**src/design/i2cra_pkg.sv**
```systemverilog
// Shared types, segment table and helper functions for the I2C register-access master.
`timescale 1ns / 1ps

package i2cra_pkg;

  localparam logic [6:0] DEV_ADDR_RESET = 7'd98;
  localparam logic [3:0] WRITE_LAST_SEG = 4'd7;
  localparam logic [3:0] READ_LAST_SEG  = 4'd10;

  // Byte selectors for transmit segments.
  localparam logic [1:0] TX_ADDR_W = 2'd0;
  localparam logic [1:0] TX_REG    = 2'd1;
  localparam logic [1:0] TX_VALUE  = 2'd2;
  localparam logic [1:0] TX_ADDR_R = 2'd3;

  typedef enum logic [2:0] {
    KIND_START,
    KIND_TX,
    KIND_ACK,
    KIND_RX,
    KIND_NACK,
    KIND_STOP
  } seg_kind_t;

  typedef struct packed {
    seg_kind_t   kind;
    logic [4:0]  len;
    logic [1:0]  arg;
  } seg_t;

  typedef struct packed {
    logic       start_request;
    logic       cmd;
    logic [7:0] register_address;
    logic [7:0] write_value;
    logic       sda_sample;
  } req_t;

  typedef struct packed {
    logic       scl_level;
    logic       sda_level;
    logic       sda_drive;
    logic       busy_res;
    logic       done_res;
    logic [7:0] read_value;
    logic [2:0] nack_mask;
  } res_t;

  function automatic seg_t seg_lookup(input logic rd, input logic [3:0] idx);
    seg_t s;
    s = '{kind: KIND_STOP, len: 5'd4, arg: 2'd0};
    if (rd) begin
      case (idx)
        4'd0:    s = '{kind: KIND_START, len: 5'd4,  arg: 2'd0};
        4'd1:    s = '{kind: KIND_TX,    len: 5'd24, arg: TX_ADDR_W};
        4'd2:    s = '{kind: KIND_ACK,   len: 5'd4,  arg: 2'd0};
        4'd3:    s = '{kind: KIND_TX,    len: 5'd24, arg: TX_REG};
        4'd4:    s = '{kind: KIND_ACK,   len: 5'd4,  arg: 2'd1};
        4'd5:    s = '{kind: KIND_START, len: 5'd4,  arg: 2'd0};
        4'd6:    s = '{kind: KIND_TX,    len: 5'd24, arg: TX_ADDR_R};
        4'd7:    s = '{kind: KIND_ACK,   len: 5'd4,  arg: 2'd2};
        4'd8:    s = '{kind: KIND_RX,    len: 5'd25, arg: 2'd0};
        4'd9:    s = '{kind: KIND_NACK,  len: 5'd3,  arg: 2'd0};
        default: s = '{kind: KIND_STOP,  len: 5'd4,  arg: 2'd0};
      endcase
    end else begin
      case (idx)
        4'd0:    s = '{kind: KIND_START, len: 5'd4,  arg: 2'd0};
        4'd1:    s = '{kind: KIND_TX,    len: 5'd24, arg: TX_ADDR_W};
        4'd2:    s = '{kind: KIND_ACK,   len: 5'd4,  arg: 2'd0};
        4'd3:    s = '{kind: KIND_TX,    len: 5'd24, arg: TX_REG};
        4'd4:    s = '{kind: KIND_ACK,   len: 5'd4,  arg: 2'd1};
        4'd5:    s = '{kind: KIND_TX,    len: 5'd24, arg: TX_VALUE};
        4'd6:    s = '{kind: KIND_ACK,   len: 5'd4,  arg: 2'd2};
        default: s = '{kind: KIND_STOP,  len: 5'd4,  arg: 2'd0};
      endcase
    end
    return s;
  endfunction

  // Quotient by three for values below 32: multiply by 11/32.
  function automatic logic [3:0] div3(input logic [4:0] v);
    logic [9:0] p;
    p = {5'd0, v} * 10'd11;
    return p[8:5];
  endfunction

  function automatic logic [1:0] mod3(input logic [4:0] v);
    logic [3:0] q;
    logic [5:0] r;
    q = div3(v);
    r = {1'b0, v} - ({2'd0, q} * 6'd3);
    return r[1:0];
  endfunction

endpackage

```
**src/design/i2c_register_access_master.sv**
```systemverilog
// I2C register-access master: request register, phase sequencer and result register.
//
// Each request on the in_ channel is one bus phase tick; it produces exactly one
// result on the out_ channel carrying the SCL/SDA pin levels, the SDA drive enable,
// busy and done flags, the last received byte and the acknowledge error mask.
// A tick with in_start_request high while idle starts a register write
// (in_cmd 0, 92 ticks) or a register read (in_cmd 1, 124 ticks); other fields
// of a start tick are latched then, and ignored while busy.
// The user writes the target address through cfg_wr_en / cfg_wr_data only while
// idle; the block does not enforce this. Throughput: one request per cycle while
// in_stall is low; the request register and the result register each hold one
// entry, so a new request is taken while a result waits. When out_stall is high
// the result holds, the request register fills, and then in_stall rises until the
// result is taken. Reset (synchronous, rst_n low) empties both registers, returns
// the sequencer to idle with SCL and SDA released, and loads the target address 98.
`timescale 1ns / 1ps

module i2c_register_access_master (
  input  logic       clk,
  input  logic       rst_n,
  input  logic       cfg_wr_en,
  input  logic [6:0] cfg_wr_data,
  input  logic       in_valid,
  output logic       in_stall,
  input  logic       in_start_request,
  input  logic       in_cmd,
  input  logic [7:0] in_register_address,
  input  logic [7:0] in_write_value,
  input  logic       in_sda_sample,
  output logic       out_valid,
  input  logic       out_stall,
  output logic       out_scl_level,
  output logic       out_sda_level,
  output logic       out_sda_drive,
  output logic       out_busy_res,
  output logic       out_done_res,
  output logic [7:0] out_read_value,
  output logic [2:0] out_nack_mask
);

  logic            s1_valid_r, s1_valid_nxt;
  i2cra_pkg::req_t s1_req_r;
  logic            out_valid_r, out_valid_nxt;
  i2cra_pkg::res_t out_res_r;
  i2cra_pkg::res_t step_res;
  logic            out_load;
  logic            in_take;

  assign out_load = s1_valid_r && (!out_valid_r || !out_stall);
  assign in_stall = s1_valid_r && !out_load;
  assign in_take  = in_valid && !in_stall;

  always_comb begin
    s1_valid_nxt = s1_valid_r;
    if (in_take) begin
      s1_valid_nxt = 1'b1;
    end else if (out_load) begin
      s1_valid_nxt = 1'b0;
    end
    out_valid_nxt = out_valid_r;
    if (out_load) begin
      out_valid_nxt = 1'b1;
    end else if (!out_stall) begin
      out_valid_nxt = 1'b0;
    end
  end

  always_ff @(posedge clk) begin
    if (!rst_n) begin
      s1_valid_r  <= 1'b0;
      out_valid_r <= 1'b0;
    end else begin
      s1_valid_r  <= s1_valid_nxt;
      out_valid_r <= out_valid_nxt;
    end
  end

  always_ff @(posedge clk) begin
    if (in_take) begin
      s1_req_r <= '{start_request:    in_start_request,
                    cmd:              in_cmd,
                    register_address: in_register_address,
                    write_value:      in_write_value,
                    sda_sample:       in_sda_sample};
    end
    if (out_load) begin
      out_res_r <= step_res;
    end
  end

  i2cra_step u_step (
    .clk         (clk),
    .rst_n       (rst_n),
    .cfg_wr_en   (cfg_wr_en),
    .cfg_wr_data (cfg_wr_data),
    .step_en     (out_load),
    .req         (s1_req_r),
    .res         (step_res)
  );

  assign out_valid      = out_valid_r;
  assign out_scl_level  = out_res_r.scl_level;
  assign out_sda_level  = out_res_r.sda_level;
  assign out_sda_drive  = out_res_r.sda_drive;
  assign out_busy_res   = out_res_r.busy_res;
  assign out_done_res   = out_res_r.done_res;
  assign out_read_value = out_res_r.read_value;
  assign out_nack_mask  = out_res_r.nack_mask;

  // An empty result register always lets the request register drain.
  a_no_stall_when_empty: assert property (@(posedge clk) disable iff (!rst_n)
    !out_valid_r |-> !in_stall)
    else $error("request stalled while result register is empty");

  // A finished transaction is never reported as still busy.
  a_done_not_busy: assert property (@(posedge clk) disable iff (!rst_n)
    out_valid_r && out_res_r.done_res |-> !out_res_r.busy_res)
    else $error("done reported together with busy");

  // SDA is released whenever the master is idle and not finishing a stop.
  a_idle_released: assert property (@(posedge clk) disable iff (!rst_n)
    out_valid_r && !out_res_r.busy_res && !out_res_r.done_res |-> !out_res_r.sda_drive)
    else $error("SDA driven while idle");

endmodule

```
**src/design/i2cra_step.sv**
```systemverilog
// Bus phase sequencer: transaction state and the pin action of one request.
`timescale 1ns / 1ps

module i2cra_step (
  input  logic              clk,
  input  logic              rst_n,
  input  logic              cfg_wr_en,
  input  logic [6:0]        cfg_wr_data,
  input  logic              step_en,
  input  i2cra_pkg::req_t   req,
  output i2cra_pkg::res_t   res
);

  logic [6:0] dev_addr_r;
  logic       busy_r,    busy_nxt;
  logic [3:0] seg_idx_r, seg_idx_nxt;
  logic [4:0] off_r,     off_nxt;
  logic [7:0] shift_r,   shift_nxt;
  logic       is_read_r, is_read_nxt;
  logic [7:0] reg_r,     reg_nxt;
  logic [7:0] val_r,     val_nxt;
  logic [7:0] rcv_r,     rcv_nxt;
  logic [2:0] err_r,     err_nxt;
  logic       scl_r,     scl_nxt;
  logic       sda_r,     sda_nxt;

  i2cra_pkg::seg_t seg;
  logic       active;
  logic       drive;
  logic       done;
  logic [3:0] seg_idx;
  logic [4:0] off;
  logic [4:0] rx_off;
  logic [3:0] rx_bit;
  logic [1:0] sub;
  logic [1:0] rx_sub;
  logic [7:0] tx_byte;
  logic [7:0] out_byte;
  logic [7:0] rx_shift;
  logic [3:0] last_seg;

  always_comb begin
    is_read_nxt = is_read_r;
    reg_nxt     = reg_r;
    val_nxt     = val_r;
    err_nxt     = err_r;
    shift_nxt   = shift_r;
    seg_idx     = seg_idx_r;
    off         = off_r;
    if (!busy_r && req.start_request) begin
      is_read_nxt = req.cmd;
      reg_nxt     = req.register_address;
      val_nxt     = req.write_value;
      err_nxt     = 3'd0;
      shift_nxt   = 8'd0;
      seg_idx     = 4'd0;
      off         = 5'd0;
    end
    active   = busy_r || req.start_request;
    seg      = i2cra_pkg::seg_lookup(is_read_nxt, seg_idx);
    last_seg = is_read_nxt ? i2cra_pkg::READ_LAST_SEG : i2cra_pkg::WRITE_LAST_SEG;
    sub      = i2cra_pkg::mod3(off);
    rx_off   = off - 5'd1;
    rx_bit   = i2cra_pkg::div3(rx_off);
    rx_sub   = i2cra_pkg::mod3(rx_off);
    rx_shift = {shift_nxt[6:0], req.sda_sample};

    case (seg.arg)
      i2cra_pkg::TX_ADDR_W: tx_byte = {dev_addr_r, 1'b0};
      i2cra_pkg::TX_REG:    tx_byte = reg_nxt;
      i2cra_pkg::TX_VALUE:  tx_byte = val_nxt;
      default:              tx_byte = {dev_addr_r, 1'b1};
    endcase
    out_byte = (off == 5'd0) ? tx_byte : shift_nxt;

    scl_nxt     = scl_r;
    sda_nxt     = sda_r;
    rcv_nxt     = rcv_r;
    drive       = 1'b0;
    done        = 1'b0;
    busy_nxt    = busy_r;
    seg_idx_nxt = seg_idx_r;
    off_nxt     = off_r;

    if (active) begin
      case (seg.kind)
        i2cra_pkg::KIND_START: begin
          drive = 1'b1;
          case (off[1:0])
            2'd0:    sda_nxt = 1'b1;
            2'd1:    scl_nxt = 1'b1;
            2'd2:    sda_nxt = 1'b0;
            default: scl_nxt = 1'b0;
          endcase
        end
        i2cra_pkg::KIND_TX: begin
          drive = 1'b1;
          case (sub)
            2'd0: begin
              sda_nxt   = out_byte[7];
              shift_nxt = {out_byte[6:0], 1'b0};
            end
            2'd1:    scl_nxt = 1'b1;
            default: scl_nxt = 1'b0;
          endcase
        end
        i2cra_pkg::KIND_ACK: begin
          case (off[1:0])
            2'd0: sda_nxt = 1'b1;
            2'd1: scl_nxt = 1'b1;
            2'd2: begin
              if (req.sda_sample) begin
                err_nxt = err_nxt | (3'b001 << seg.arg);
              end
            end
            default: scl_nxt = 1'b0;
          endcase
        end
        i2cra_pkg::KIND_RX: begin
          if (off == 5'd0) begin
            sda_nxt   = 1'b1;
            shift_nxt = 8'd0;
          end else begin
            case (rx_sub)
              2'd0: scl_nxt = 1'b1;
              2'd1: begin
                shift_nxt = rx_shift;
                if (rx_bit == 4'd7) begin
                  rcv_nxt = rx_shift;
                end
              end
              default: scl_nxt = 1'b0;
            endcase
          end
        end
        i2cra_pkg::KIND_NACK: begin
          drive = 1'b1;
          case (off[1:0])
            2'd0:    sda_nxt = 1'b1;
            2'd1:    scl_nxt = 1'b1;
            default: scl_nxt = 1'b0;
          endcase
        end
        default: begin
          drive = 1'b1;
          case (off[1:0])
            2'd0:    scl_nxt = 1'b0;
            2'd1:    sda_nxt = 1'b0;
            2'd2:    scl_nxt = 1'b1;
            default: sda_nxt = 1'b1;
          endcase
        end
      endcase

      if (off == seg.len - 5'd1) begin
        off_nxt = 5'd0;
        if (seg_idx == last_seg) begin
          busy_nxt    = 1'b0;
          done        = 1'b1;
          seg_idx_nxt = 4'd0;
        end else begin
          busy_nxt    = 1'b1;
          seg_idx_nxt = seg_idx + 4'd1;
        end
      end else begin
        busy_nxt    = 1'b1;
        seg_idx_nxt = seg_idx;
        off_nxt     = off + 5'd1;
      end
    end

    res.scl_level  = scl_nxt;
    res.sda_level  = sda_nxt;
    res.sda_drive  = drive;
    res.busy_res   = busy_nxt;
    res.done_res   = done;
    res.read_value = rcv_nxt;
    res.nack_mask  = err_nxt;
  end

  always_ff @(posedge clk) begin
    if (!rst_n) begin
      dev_addr_r <= i2cra_pkg::DEV_ADDR_RESET;
    end else if (cfg_wr_en) begin
      dev_addr_r <= cfg_wr_data;
    end
  end

  always_ff @(posedge clk) begin
    if (!rst_n) begin
      busy_r    <= 1'b0;
      seg_idx_r <= 4'd0;
      off_r     <= 5'd0;
      shift_r   <= 8'd0;
      is_read_r <= 1'b0;
      reg_r     <= 8'd0;
      val_r     <= 8'd0;
      rcv_r     <= 8'd0;
      err_r     <= 3'd0;
      scl_r     <= 1'b1;
      sda_r     <= 1'b1;
    end else if (step_en) begin
      busy_r    <= busy_nxt;
      seg_idx_r <= seg_idx_nxt;
      off_r     <= off_nxt;
      shift_r   <= shift_nxt;
      is_read_r <= is_read_nxt;
      reg_r     <= reg_nxt;
      val_r     <= val_nxt;
      rcv_r     <= rcv_nxt;
      err_r     <= err_nxt;
      scl_r     <= scl_nxt;
      sda_r     <= sda_nxt;
    end
  end

endmodule

```
**config.mk**
```make
export PLATFORM = sky130hd
export DESIGN_NAME = i2c_register_access_master
export DESIGN_NICKNAME = d
export VERILOG_FILES = /design/src/design/i2cra_pkg.sv /design/src/design/i2c_register_access_master.sv /design/src/design/i2cra_step.sv
export SDC_FILE = /design/constraint.sdc
export NUM_CORES = 1
export LEC_CHECK = 0
export BUFFER_PORTS_ARGS = -buffer_cell sky130_fd_sc_hd__buf_2
export CORE_ASPECT_RATIO = 0.5
export CORE_MARGIN = 1.5
export CORE_UTILIZATION = 30
export CTS_CLUSTER_DIAMETER = 50
export DETAILED_ROUTE_END_ITERATION = 7
export GPL_TIMING_DRIVEN = 0
export PLACE_DENSITY = 0.52
export SYNTH_ARGS = -nofsm -noshare
export SYNTH_HDL_FRONTEND = slang
export SYNTH_HIERARCHICAL = 1
export SYNTH_SLANG_ARGS = --single-unit
export TNS_END_PERCENT = 1
```
**constraint.sdc**
```tcl
create_clock -name clk -period 5.81 [get_ports clk]
set_input_delay 0.581 -clock clk [delete_from_list [all_inputs] [get_ports clk]]
set_output_delay 0.581 -clock clk [all_outputs]
set_load 0.03 [all_outputs]
```
# Word level (Yosys, flattened, before mapping)

Memory sizes are Yosys's and may differ from the RTL's.
Cells that the tools add are included.

ROM bits: 160
Output and inout port bits: 18
Input bits: 31
Memories kept: 1
Flip-flop bits (word level): 92

Muxes and demuxes: 53
$mul: 4
Shift-type cells: 1
Add/subtract/negate cells: 6
Bitwise logic cells: 1
Reduce and logical (&&, ||, !) cells: 25
Eq/ne operators: 20

Memory list:

| memory           | words | bits a word | rd ports | clocked after memory_dff | write ports | RTL line        | text |
|---|---|---|---|---|---|---|---|
| (name not given) | 16    | 10          | 1        | 0                        | 0           | i2cra_pkg.sv:53 | `case (idx)` |

Operators by type and width:

| operator            | number |
|---|---|
| $mux 8              | 13 |
| $pmux 10 s7         | 1 |
| $pmux 8 s3          | 1 |
| $mul 5x4->9 const B | 2 |
| $eq 4x3->1 const B  | 4 |
| $mux 1              | 16 |
| $mux 4              | 4 |
| $pmux 8 s2          | 1 |
| $mux 3              | 5 |
| $pmux 1 s2          | 7 |
| $mux 10             | 1 |
| $mux 5              | 2 |
| $sub 5x1->5 const B | 2 |
| $eq 2x1->1 const B  | 4 |
| $eq 4x2->1 const B  | 2 |
| $logic_not 2->1     | 4 |
| $mul 4x2->2 const B | 2 |
| $pmux 1 s4          | 2 |
| $reduce_or 2->1     | 4 |
| $eq 3x2->1 const B  | 2 |
| $add 5x1->5 const B | 1 |
| $eq 5x5->1          | 1 |
| $logic_not 1->1     | 5 |
| $logic_not 5->1     | 1 |
| other kinds (16)    | 23 |

# Longest topological paths before layout

Gate-level depths: netlist of the first run.

Depth after elaboration: 12
Depth in mapped cells: 27
Depth with buffers taken out: 21

# Modules after synthesis

Netlist of the first run, hierarchy kept.

By module, submodules not included:

| module                     | instances | area an instance (um^2) | cells an instance |
|---|---|---|---|
| i2cra_step                 | 1         | 4458.0                  | 594 |
| i2c_register_access_master | 1         | 1134.8                  | 43 |

# Worst setup path after synthesis of the first run

OpenSTA, ideal clock, no wires.

Path type: reg-to-reg
Start point: reg u_step.busy_r
End point: reg out_res_r, in the netlist out_read_value[1] (data pin)
Setup slack: -0.232 ns
Cell stages (with the launch flop): 27
Clock period less this slack: 6.042 ns
Buffers on the path: 6
Arrival: 5.773 ns
Cell sequence: dfxtp_1 -> buf_6 -> nand2b_1 -> buf_4 -> clkbuf_1 -> buf_1 -> clkbuf_1 -> nand2_1 -> ha_1 -> a211o_1 -> xnor2_1 -> ha_1 -> inv_1 -> fa_1 -> inv_1 -> ha_1 -> and4_1 -> a211o_1 -> xor2_1 -> ha_1 -> xnor2_1 -> nor2_1 -> nand4b_1 -> nand3b_1 -> clkbuf_1 -> nand2_1 -> o21ai_0

RTL lines:

| item                     | RTL line                         | text |
|---|---|---|
| start: declaration       | i2cra_step.sv:15                 | `logic busy_r, busy_nxt;` |
| start signal: assignment | i2cra_step.sv:203                | `busy_r <= busy_nxt;` |
| end signal: assignment   | i2c_register_access_master.sv:87 | `out_res_r <= step_res;` |
| end: declaration         | i2c_register_access_master.sv:44 | `i2cra_pkg::res_t out_res_r;` |

# Worst setup path after layout of the first run

Start point: reg u_step.busy_r
End point: reg out_res_r, in the netlist out_scl_level (data pin)

Longest elaborated chain between the ends: 12
Elaborated cells on any way between the ends: 46
Classes of those cells: add/sub (3); mul (4); eq/ne (14); mux (13); reduce/logical (11); memory (1)

RTL lines:

| item                                          | RTL line          | text |
|---|---|---|
| $logic_not 1->1                               | i2cra_step.sv:50  | `if (!busy_r && req.start_request) begin` |
| $logic_and 1x1->1                             | i2cra_step.sv:50  |  |
| $mux 5                                        | i2cra_step.sv:50  |  |
| $sub 5x1->5                                   | i2cra_step.sv:63  | `rx_off = off - 5'd1;` |
| $mul 5x4->9                                   | i2cra_pkg.sv:84   | `p = {5'd0, v} * 10'd11;` |
| $mul 4x2->2                                   | i2cra_pkg.sv:92   | `r = {1'b0, v} - ({2'd0, q} * 6'd3);` |
| $sub 2x2->2                                   | i2cra_pkg.sv:92   |  |
| $eq 2x1->1 or $logic_not 2->1 (tied branches) | i2cra_step.sv:124 | `case (rx_sub)` |
| $pmux 1 s2                                    | i2cra_step.sv:124 |  |
| $mux 1                                        | i2cra_step.sv:120 | `if (off == 5'd0) begin` |
| $pmux 1 s4                                    | i2cra_step.sv:86  | `case (seg.kind)` |
| $mux 1 *                                      | i2cra_step.sv:85  | `if (active) begin` |
| named net u_step.scl_nxt                      | i2cra_step.sv:24  | `logic scl_r, scl_nxt;` |

The timed path passes the listed nets; every way through them passes the cells marked *.
A chain may end at the register's enable or synchronous reset.

==> results of run 1 <==
==> registers in the layout, indices dropped and copies added, names as in the netlist, 3 cells and up <==
signal and flops:
s1_req_r 19, out_read_value 8, u_step/rcv_r 8, u_step/reg_r 8, u_step/shift_r 8, u_step/val_r 8, u_step/dev_addr_r 7, u_step/off_r 5
u_step/seg_idx_r 4, out_nack_mask 3, u_step/err_r 3
==> layout make-up <==
class	instances	area, um2
timing repair buffer	59	340.3
multi-input combinational	480	3144
sequential	92	2192
clock buffer	10	239.0
clock inverter	6	71.32
tap	240	300.3
inverter	27	101.3
fill	1909	11750
buffer	37	214.0
==> cells in the final DEF (no fill, tap or decap), types with 4 or more instances in the layout <==
master	count
nand2_1	108
dfxtp_1	57
nor2_1	53
buf_2	51
edfxtp_1	35
ha_1	34
a21oi_1	33
inv_1	27
o21ai_0	25
nand3_1	23
clkbuf_1	19
mux2i_1	18
buf_4	15
xnor2_1	13
o22ai_1	12
and2_1	12
o21a_1	11
clkbuf_16	9
nor2b_1	8
o31ai_1	8
a31oi_1	7
nor3_1	6
o211ai_1	5
nor4_1	5
or2_2	5
a2bb2oi_1	4
buf_6	4
a211o_1	4
a211oi_1	4
xor2_1	4
==> cells by family after synthesis <==
logic type	after synthesis	synth area share, %
AND/OR/NAND/NOR	247	21.19
adder cells (fa/ha/maj)	36	8.322
AO/OA/AOI/OAI	158	19.44
flip-flops	92	39.19
XOR/XNOR	19	2.975
multiplexers	20	3.624
buffers and inverters	65	5.257
==> per-stage QoR <==
stage / std cells / area (um2) / hold WS (ns) / total power [mW] / setup slack, ns
after floorplan: 637 / 5600 / 0.4322 / 0.9370 / 0.07956
after global placement: 924 / 6136 / 0.4408 / 1.017 / -1.355
after detailed placement: 926 / 6172 / 0.4436 / 1.021 / -1.414
after CTS: 948 / 6575 / 0.3971 / 1.676 / 0.05880
after global routing: 951 / 6603 / 0.3893 / 1.743 / 0.04047
final: 951 / 6603 / 0.4057 / 1.665 / 0.2286
==> layer usage <==
metal  wire [um]  vias up  part of all wire, %
li1            -     2427                    -
met1        8492     2278                   53
met2        6416      163                   40
met3        1116       10                  6.9
met4         114        0                 0.71
met5           0        -                    0
==> power by group through the flow <==
| stage | logic (mW) | clock network [mW] | registers (mW) |
|---|---|---|---|
| 3_3_place_gp | 0.297 | 0 | 0.720 |
| 6_report | 0.348 | 0.612 | 0.705 |
| 4_1_cts | 0.340 | 0.631 | 0.705 |
| 2_1_floorplan | 0.211 | 0 | 0.726 |
| 5_1_grt | 0.380 | 0.656 | 0.707 |
| 3_5_place_dp | 0.302 | 0 | 0.720 |
==> worst paths after layout <==
kind,startpoint,endpoint,depth (start not counted)
setup / recovery,u_step/busy_r$_SDFFE_PN0P_,out_scl_level$_DFFE_PP_,20
hold / removal,in_write_value[6],s1_req_r[7]$_DFFE_PP_,1
setup reg to reg,u_step/busy_r$_SDFFE_PN0P_,out_scl_level$_DFFE_PP_,20
hold reg to reg,u_step/reg_r[1]$_SDFFE_PN0P_,u_step/reg_r[1]$_SDFFE_PN0P_,2
==> repair_timing <==
item	4_1_cts	5_1_grt
pin swaps	3	4
endpoints found under the setup margin	27	20
hold buffers	0	0
gates resized for setup	12	2
hold endpoints to repair	0	0
setup buffers	6	4
cloned	0	0
==> impl_metrics.json, run 1 <==
{
  "cts_tree": "built",
  "numPortBuffers": 47,
  "crit_type": "flip-flop to flip-flop",
  "synth_common_cells": "108 x nand2_1, 57 x dfxtp_1, 54 x nor2_1",
  "p_int_mw": 1.187,
  "r2r_setup_slack_ns": 0.23,
  "comb_power_share_pct": 20.9,
  "grt.overflow.total": 0,
  "finalCritPeriodShare_pct": 96.07,
  "clk_path_buf_depth": 2,
  "required_ns": 5.91,
  "grt_start_max_net_pins": 18,
  "fin_crit_ns": 5.581,
  "slowest_delay_ns": 0.40,
  "p_switching_uw": 478.2,
  "clockPowerShare_pct": 36.7,
  "initial_core_util_pct": 30.48,
  "rows": 35,
  "postLayoutCoreUtil_pct": 35.98,
  "yosys.area.top_type": "dfxtp_1",
  "swShare_pct": 28.72,
  "grt_use_met1_pct": 26.08,
  "clock-root-buffer": "clkbuf_16",
  "drtPass1Iterations": 5,
  "power.density_nw_per_um2": 252.2,
  "cts_made_buffers": 9,
  "p_seq_share_pct": 42.4,
  "setup_viol": 0,
  "drc": 0,
  "use_met2_pct": 24.06,
  "vias_per_cell": 5.129,
  "rsz0062_at_grt": "no",
  "fmax_mhz": 179.2,
  "cts_sinks": 92,
  "peakVddDrop_mv": 0.1174,
  "cp_max_fo": 10,
  "grt_busiest_layer": "met1",
  "hp-class": "primary input to flip-flop",
  "wl_per_cell_um": 16.97,
  "ant_nets": 0,
  "leakage_nw": 2.626,
  "grt_pass1_wl_um": 25760,
  "critPathLaunchType": "flip-flop",
  "yosys_warnings": 6,
  "place_hpwl_um": 12000,
  "crit_chain": "buf_6 -> nand2b_4 -> clkbuf_8 -> nand2_1 -> ha_1 -> o21a_1 -> or2_2 -> ha_1 -> ha_1 -> ha_1 -> and4_1 -> a211o_1 -> xor2_1 -> ha_1 -> xnor2_2 -> a2111oi_1 -> o32ai_1 -> buf_4 -> a31oi_1 -> buf_4",
  "drtIter0Drc": 407,
  "syn_area_um2": 5593,
  "crit_path_end_kind": "flip-flop",
  "synth-async-reset-ratio_pct": 0,
  "slew_violations": 0,
  "finalWirelength_um": 16140,
  "status": "finished clean",
  "fin_nets": 773,
  "track_usage_pct": 17.07,
  "crit_family": "adder cells",
  "synthTopCellsByArea": "dfxtp_1 20%, edfxtp_1 19%, ha_1 7.6%",
  "crit_buf_inv": 4,
  "cts-htree-levels": 3,
  "synthCells": 637,
  "globalRouteMet3Util_pct": 4.137,
  "drv_cap": 0,
  "grt_antenna_before_repair": 0,
  "vias": 4878,
  "critPathMostFrequentCell": "ha_1",
  "worst_pin_slew_ns": 0.7147,
  "antennaDiodeCount": 0,
  "first_global_vias": 4518,
  "path_clk_slew_ns": 0.07,
  "synth_top_area_share_pct": 20.40,
  "crit_slowest_cell": "or2_2",
  "core-area_um2": 18350,
  "cp_data_arrival_time_ns": 5.69,
  "finalSetupTns_ns": 0,
  "clk_latency_ns": 0.35,
  "synth_fp_nets": 704,
  "synth_edf_count": 35,
  "fp.dieH_um": 99.55,
  "synthFlopType": "dfxtp_1",
  "finalHoldViolations": 0,
  "synthToLayoutAreaGrowth_pct": 18.05,
  "relSlewSlack_pct": 52.15,
  "die_area_um2": 19520,
  "yosysSeqAreaShare_pct": 39.19,
  "drive_gt1_share_pct": 16.32,
  "synthDistinctLibCells": 77,
  "die_x_um": 196.1,
  "io_pins": 49,
  "finalClockSkew_ns": 0.008399,
  "routabilityCongestion": 0.8842,
  "synth_most_common_cell": "nand2_1",
  "ys_ff_latch": 92,
  "syn-mean-instance-area_um2": 8.780
}
No activity file was read; power rests on OpenSTA's default activity.
==> run 2, diff against run 1 <==
--- a/config.mk
+++ b/config.mk
@@ -8,11 +8,11 @@
 export BUFFER_PORTS_ARGS = -buffer_cell sky130_fd_sc_hd__buf_2
 export CORE_ASPECT_RATIO = 0.5
 export CORE_MARGIN = 1.5
-export CORE_UTILIZATION = 30
-export CTS_CLUSTER_DIAMETER = 50
+export CORE_UTILIZATION = 54
 export DETAILED_ROUTE_END_ITERATION = 7
 export GPL_TIMING_DRIVEN = 0
-export PLACE_DENSITY = 0.52
+export PLACE_DENSITY = 0.81
+export RECOVER_POWER = 100
 export SYNTH_ARGS = -nofsm -noshare
 export SYNTH_HDL_FRONTEND = slang
 export SYNTH_HIERARCHICAL = 1
==> run 2 against run 1 <==
  * The flow now finishes with violations (DRC, capacitance limit, slew limit)
  * Maximum frequency grew 0.97%
  * Via count increased by 5.2%
  * Sequential power barely moved
  * Routed wire length shrank 6.2%
  * Die area is 44% lower
  * Flip-flop and latch count unchanged
  * Cell count fell by 11%
  * Non-clock buffer count shrank 8
  * Sequential share of layout area rose by 1.4 points
  * Register-to-register slack better by 0.05 ns
  * Combinational power decreased by 3%
  * Critical path type unchanged
==> impl_metrics.json, run 2 (same netlist as run 1, synthesis figures left out) <==
{
  "status": "finished, violations left",
  "violations": "DRC, capacitance limit, slew limit",
  "critPathLaunchType": "flip-flop",
  "crit_type": "flip-flop to flip-flop",
  "drc": 8,
  "cp_max_fo": 12,
  "grt_start_max_net_pins": 20,
  "startpoint": "s1_req_r[18]$_DFFE_PP_",
  "wl_per_cell_um": 17.94,
  "holdWs_ns": 0.4015,
  "p_seq_share_pct": 43.0,
  "grt_antenna_before_repair": 0,
  "place_hpwl_um": 10830,
  "synthToLayoutAreaGrowth_pct": 13.33,
  "design_area_um2": 6339,
  "path_clk_slew_ns": 0.07,
  "setup_viol": 0,
  "dpl_cell_area_um2": 6032,
  "regArea_um2": 2192,
  "antennaDiodeCount": 0,
  "finalClockSkew_ns": 0.004942,
  "rows": 26,
  "r2r_setup_slack_ns": 0.28,
  "hp-class": "primary input to flip-flop",
  "ant_nets": 0,
  "clock-root-buffer": "clkbuf_16",
  "dp_worst_setup_slack_ns": -1.318,
  "numPortBuffers": 47,
  "hold_buffers": 0,
  "finalCritPeriodShare_pct": 95.14,
  "cts_made_buffers": 9,
  "initial_core_util_pct": 55.10,
  "finalHoldViolations": 0,
  "fillers": 864,
  "relSlewSlack_pct": -13.87,
  "clk_path_buf_depth": 2,
  "ff2ff_path_depth": 20,
  "clk_latency_ns": 0.35,
  "swShare_pct": 28.95,
  "multi_input_comb_area_um2": 3138,
  "grt.overflow.total": 0,
  "peakVddDrop_mv": 0.1649,
  "final_common_cell": "nand2_1",
  "vias_per_cell": 6.078,
  "crit_path_end_kind": "flip-flop",
  "leakage_nw": 2.495,
  "grt_pass1_wl_um": 23430,
  "finalWirelength_um": 15140,
  "worst_pin_slew_ns": 1.705,
  "cp_data_arrival_time_ns": 5.78,
  "r2r_end": "u_step/shift_r[6]$_SDFFE_PN0P_",
  "core-area_um2": 10150,
  "p_int_mw": 1.166,
  "fmax_mhz": 180.9,
  "fin_nets": 766,
  "fp.dieH_um": 74.96,
  "drive_gt1_share_pct": 11.22,
  "cts_sinks": 92,
  "drtIter0Drc": 592,
  "cts_tree": "built",
  "die_area_um2": 11010,
  "vias": 5130,
  "cp-endpoint": "u_step/shift_r[6]$_SDFFE_PN0P_",
  "io_pins": 49,
  "drtPass1Iterations": 8,
  "track_usage_pct": 27.87,
  "power.density_nw_per_um2": 258.8,
  "fin_crit_ns": 5.528,
  "required_ns": 6.06,
  "rsz0062_at_grt": "no",
  "comb_power_share_pct": 20.7,
  "largest_register_ffs": 19,
  "r2r_start": "s1_req_r[18]$_DFFE_PP_",
  "regMostFlops": "s1_req_r",
  "drv_cap": 1,
  "routabilityCongestion": 0.9528,
  "clockPowerShare_pct": 36.3,
  "slew_violations": 20,
  "cts-htree-levels": 3,
  "die_x_um": 146.9,
  "final_cell_mix": "108 x nand2_1, 57 x dfxtp_1, 53 x nor2_1, 44 x clkbuf_1, 35 x edfxtp_1",
  "p_switching_uw": 475.0,
  "fin_ws_ns": 0.2823,
  "first_global_vias": 4467
}
-- run 2: cell types whose count changed in the layout (fill, tap and decap cells not counted), moves of 2 or more --
| cell | before | now |
|---|---|---|
| clkbuf_4 | 0 | 2 |
| buf_8 | 2 | 0 |
| clkbuf_1 | 19 | 44 |
| and2_0 | 0 | 6 |
| o21ai_1 | 3 | 1 |
| buf_4 | 15 | 6 |
| o21ai_0 | 25 | 27 |
| a21boi_0 | 1 | 3 |
| clkbuf_8 | 3 | 1 |
| buf_2 | 51 | 31 |
| and2_1 | 12 | 6 |
-- run 2: timing repair --
| action | CTS | global route |
|---|---|---|
| setup endpoints to repair | 27 | 24 |
| resized for setup | 11 | 2 |
| setup buffers | 4 | 0 |
| pin swaps | 2 | 1 |
| cloned | 0 | 1 |
-- run 2: worst min-delay path by stage --
stage | start | endpoint | cells after the start
after CTS | in_write_value[2] | s1_req_r[3]$_DFFE_PP_ | 1
after floorplan | u_step/rcv_r[1]$_SDFFE_PN0P_ | u_step/rcv_r[1]$_SDFFE_PN0P_ | 2
after detailed placement | u_step/rcv_r[1]$_SDFFE_PN0P_ | u_step/rcv_r[1]$_SDFFE_PN0P_ | 2
after global placement | u_step/rcv_r[1]$_SDFFE_PN0P_ | u_step/rcv_r[1]$_SDFFE_PN0P_ | 2
after global routing | in_register_address[1] | s1_req_r[10]$_DFFE_PP_ | 1
final | in_register_address[1] | s1_req_r[10]$_DFFE_PP_ | 1
-- run 2: area by class of cell --
| cell class | count | area share [%] |
|---|---|---|
| multi-input cells | 481 | 49.51 |
| flip-flops and latches | 92 | 34.58 |
| repair buffers | 52 | 3.731 |
| clock buffers | 9 | 3.553 |
| plain buffers | 36 | 3.079 |
| well taps | 140 | 2.764 |
| inverters | 27 | 1.599 |
| clock inverters | 7 | 1.184 |
-- run 2: worst max-delay path, stage by stage, from the launching register on --
cell      delay [ns]
edfxtp_1        0.51
nand2b_4        0.22
buf_4           0.23
nand2_1         0.12
ha_1            0.34
o21a_1          0.30
or2_2           0.41
ha_1            0.29
ha_1            0.31
ha_1            0.35
and4_1          0.20
a211o_1         0.33
xor2_1          0.16
ha_1            0.35
xnor2_4         0.17
nor2_4          0.13
buf_4           0.19
mux2i_1         0.10
o31ai_1         0.29
a41oi_1         0.08
o41ai_1         0.33
-- run 2: routing by layer --
| metal | track usage (%) | wire length [um] |
|---|---|---|
| met5 | 0 | 0 |
| met3 | 8.061 | 1749 |
| met2 | 41.98 | 6267 |
| met1 | 39.44 | 6858 |
| met4 | 8.000 | 267 |
-- run 2: metrics by stage --
stage	instances	power [mW]	util (%)	TNS, ns
floorplan	637	0.9370	-	0
global placement	824	1.005	59.22	-22.94
detailed placement	825	1.013	59.43	-26.69
CTS	845	1.625	63.09	0
global route	844	1.702	62.45	0
finish	844	1.641	62.45	0
-- run 2: power by group through the flow --
stage / registers (mW) / logic (mW) / clock network [mW]
after floorplan: 0.726 / 0.211 / 0
after global placement: 0.719 / 0.285 / 0
after detailed placement: 0.720 / 0.293 / 0
after CTS: 0.705 / 0.320 / 0.600
after global routing: 0.708 / 0.365 / 0.629
final: 0.706 / 0.339 / 0.596
==> run 3, diff against run 2 <==
--- a/config.mk
+++ b/config.mk
@@ -8,10 +8,11 @@
 export BUFFER_PORTS_ARGS = -buffer_cell sky130_fd_sc_hd__buf_2
 export CORE_ASPECT_RATIO = 0.5
 export CORE_MARGIN = 1.5
-export CORE_UTILIZATION = 54
+export CORE_UTILIZATION = 55
+export CTS_BUF_LIST = sky130_fd_sc_hd__clkbuf_2 sky130_fd_sc_hd__clkbuf_4 sky130_fd_sc_hd__clkbuf_8
 export DETAILED_ROUTE_END_ITERATION = 7
 export GPL_TIMING_DRIVEN = 0
-export PLACE_DENSITY = 0.81
+export PLACE_DENSITY = 0.82
 export RECOVER_POWER = 100
 export SYNTH_ARGS = -nofsm -noshare
 export SYNTH_HDL_FRONTEND = slang
==> run 3 against run 2 <==
  * The flow finishes with violations (capacitance limit, slew limit)
  * Die area shrank 1.8%
  * Cell count shrank 0.59%
  * First-iteration DRC count grew 9.1%
  * Non-clock buffer count grew 1
  * Critical endpoint is now out_read_value[0]$_DFFE_PP_
  * Largest cell class unchanged
  * Maximum frequency shrank 1.8%
==> impl_metrics.json, run 3 (same netlist as run 1, synthesis figures left out) <==
{
  "status": "finished, violations left",
  "violations": "capacitance limit, slew limit",
  "numPortBuffers": 47,
  "grt.overflow.total": 0,
  "dp_worst_setup_slack_ns": -1.241,
  "drive_gt1_share_pct": 11.93,
  "fp.dieH_um": 74.31,
  "synthToLayoutAreaGrowth_pct": 11.61,
  "fin_crit_ns": 5.630,
  "hp-class": "primary input to flip-flop",
  "clk_latency_ns": 0.38,
  "fmax_mhz": 177.6,
  "postLayoutCoreUtil_pct": 64.58,
  "rsz0062_at_grt": "no",
  "required_ns": 5.94,
  "clock-root-buffer": "clkbuf_8",
  "largest_register_ffs": 19,
  "grt_start_max_net_pins": 20,
  "fin_ws_ns": 0.1801,
  "first_global_vias": 4492,
  "setup_viol": 0,
  "die_area_um2": 10820,
  "grt_antenna_before_repair": 0,
  "drv_cap": 1,
  "initial_core_util_pct": 57.86,
  "grt_pass1_wl_um": 23170,
  "place_hpwl_um": 10850,
  "cts_sinks": 92,
  "vias_per_cell": 6.024,
  "io_pins": 49,
  "finalWirelength_um": 14660,
  "slew_violations": 20,
  "rows": 25,
  "cp_max_fo": 28,
  "relSlewSlack_pct": -9.164,
  "fin_nets": 766,
  "vias": 5054,
  "finalCritPeriodShare_pct": 96.90,
  "cts-htree-levels": 3,
  "fillers": 827,
  "final_cell_mix": "108 x nand2_1, 57 x dfxtp_1, 53 x nor2_1, 41 x clkbuf_1, 35 x edfxtp_1",
  "peakVddDrop_mv": 0.1303,
  "power.density_nw_per_um2": 239.3,
  "routabilityCongestion": 0.9546,
  "crit_path_end_kind": "flip-flop",
  "track_usage_pct": 27.91,
  "drtPass1Iterations": 8,
  "die_x_um": 145.6,
  "finalClockSkew_ns": 0.01085,
  "wl_per_cell_um": 17.47,
  "ant_nets": 0,
  "leakage_nw": 2.466,
  "cp_data_arrival_time_ns": 5.76,
  "cts_made_buffers": 9,
  "clk_path_buf_depth": 2,
  "drc": 0,
  "critPathLaunchType": "flip-flop",
  "regMostFlops": "s1_req_r",
  "finalHoldViolations": 0,
  "worst_pin_slew_ns": 1.634,
  "drtIter0Drc": 646,
  "cts_tree": "built",
  "final_common_cell": "nand2_1",
  "path_clk_slew_ns": 0.10,
  "antennaDiodeCount": 0,
  "crit_type": "flip-flop to flip-flop",
  "core-area_um2": 9666
}
[run 3: cell count changes in the layout (fill, tap and decap cells not counted), sizes merged]
cell / delta
clkbuf: -3
clkinv: -3
clkinvlp: +1
inv: +2
nand2b: -1
buf: +4
[run 3: routing by layer]
layer | wire (um) | track usage [%] | vias to the layer above
li1 | - | - | 2409
met1 | 6890 | 38.85 | 2354
met2 | 5924 | 41.90 | 270
met3 | 1659 | 9.264 | 21
met4 | 184 | 7.823 | 0
met5 | 0 | 0 | -
[run 3: critical path, stage by stage, from the launching register on]
cell      delay, ns
dfxtp_1        0.34
buf_6          0.13
nand2b_2       0.21
buf_6          0.28
nand2_1        0.27
ha_1           0.36
o21a_1         0.30
or2_2          0.40
ha_1           0.28
ha_1           0.30
ha_1           0.34
and4_1         0.19
a211o_1        0.32
xor2_1         0.15
ha_1           0.31
xnor2_2        0.19
nor2_4         0.14
nand4b_1       0.13
nand3b_1       0.28
buf_4          0.20
mux2_2         0.26
[run 3: path summary, 6_finish.rpt]
path	startpoint	end	slack (ns)	cells past startpoint
worst min register to register	u_step/reg_r[4]$_SDFFE_PN0P_	u_step/reg_r[4]$_SDFFE_PN0P_	0.47	2
worst max-delay path	u_step/busy_r$_SDFFE_PN0P_	out_read_value[0]$_DFFE_PP_	0.18	20
worst max register to register	u_step/busy_r$_SDFFE_PN0P_	out_read_value[0]$_DFFE_PP_	0.18	20
worst min-delay path	in_write_value[4]	s1_req_r[5]$_DFFE_PP_	0.37	1
[run 3: what timing repair did]
action,in CTS,in global routing
pin swaps,1,1
gates resized for setup,8,0
endpoints found under the setup margin,27,21
setup buffers,1,4
hold buffers,0,0
[run 3: area by class of cell]
class                           count  area (um2)  share of cell area [%]
Buffer                             36       192.7                   3.087
Clock buffer                        9       123.9                   1.984
Clock inverter                      7       88.84                   1.423
Inverter                           27       101.3                   1.624
Multi-Input combinational cell    480        3122                   50.01
Sequential cell                    92        2192                   35.12
Tap cell                          135       168.9                   2.706
Timing Repair Buffer               53       252.7                   4.049
[run 3: stage by stage]
step                      setup TNS [ns]  area, um2  total power [mW]  instances  hold slack [ns]
after floorplan                        0       5600            0.9370        637           0.4322
after global placement            -23.09       6005             1.005        819           0.4404
after detailed placement          -25.36       6026             1.013        820           0.4503
after CTS                              0       6270             1.493        836           0.3607
after global routing                   0       6242             1.550        839           0.3533
final                                  0       6242             1.494        839           0.3684
[run 3: where the power goes]
group	internal, mW	switching (mW)
Combinational	0.127	0.197
Clock	0.210	0.256
Sequential	0.692	0.0123
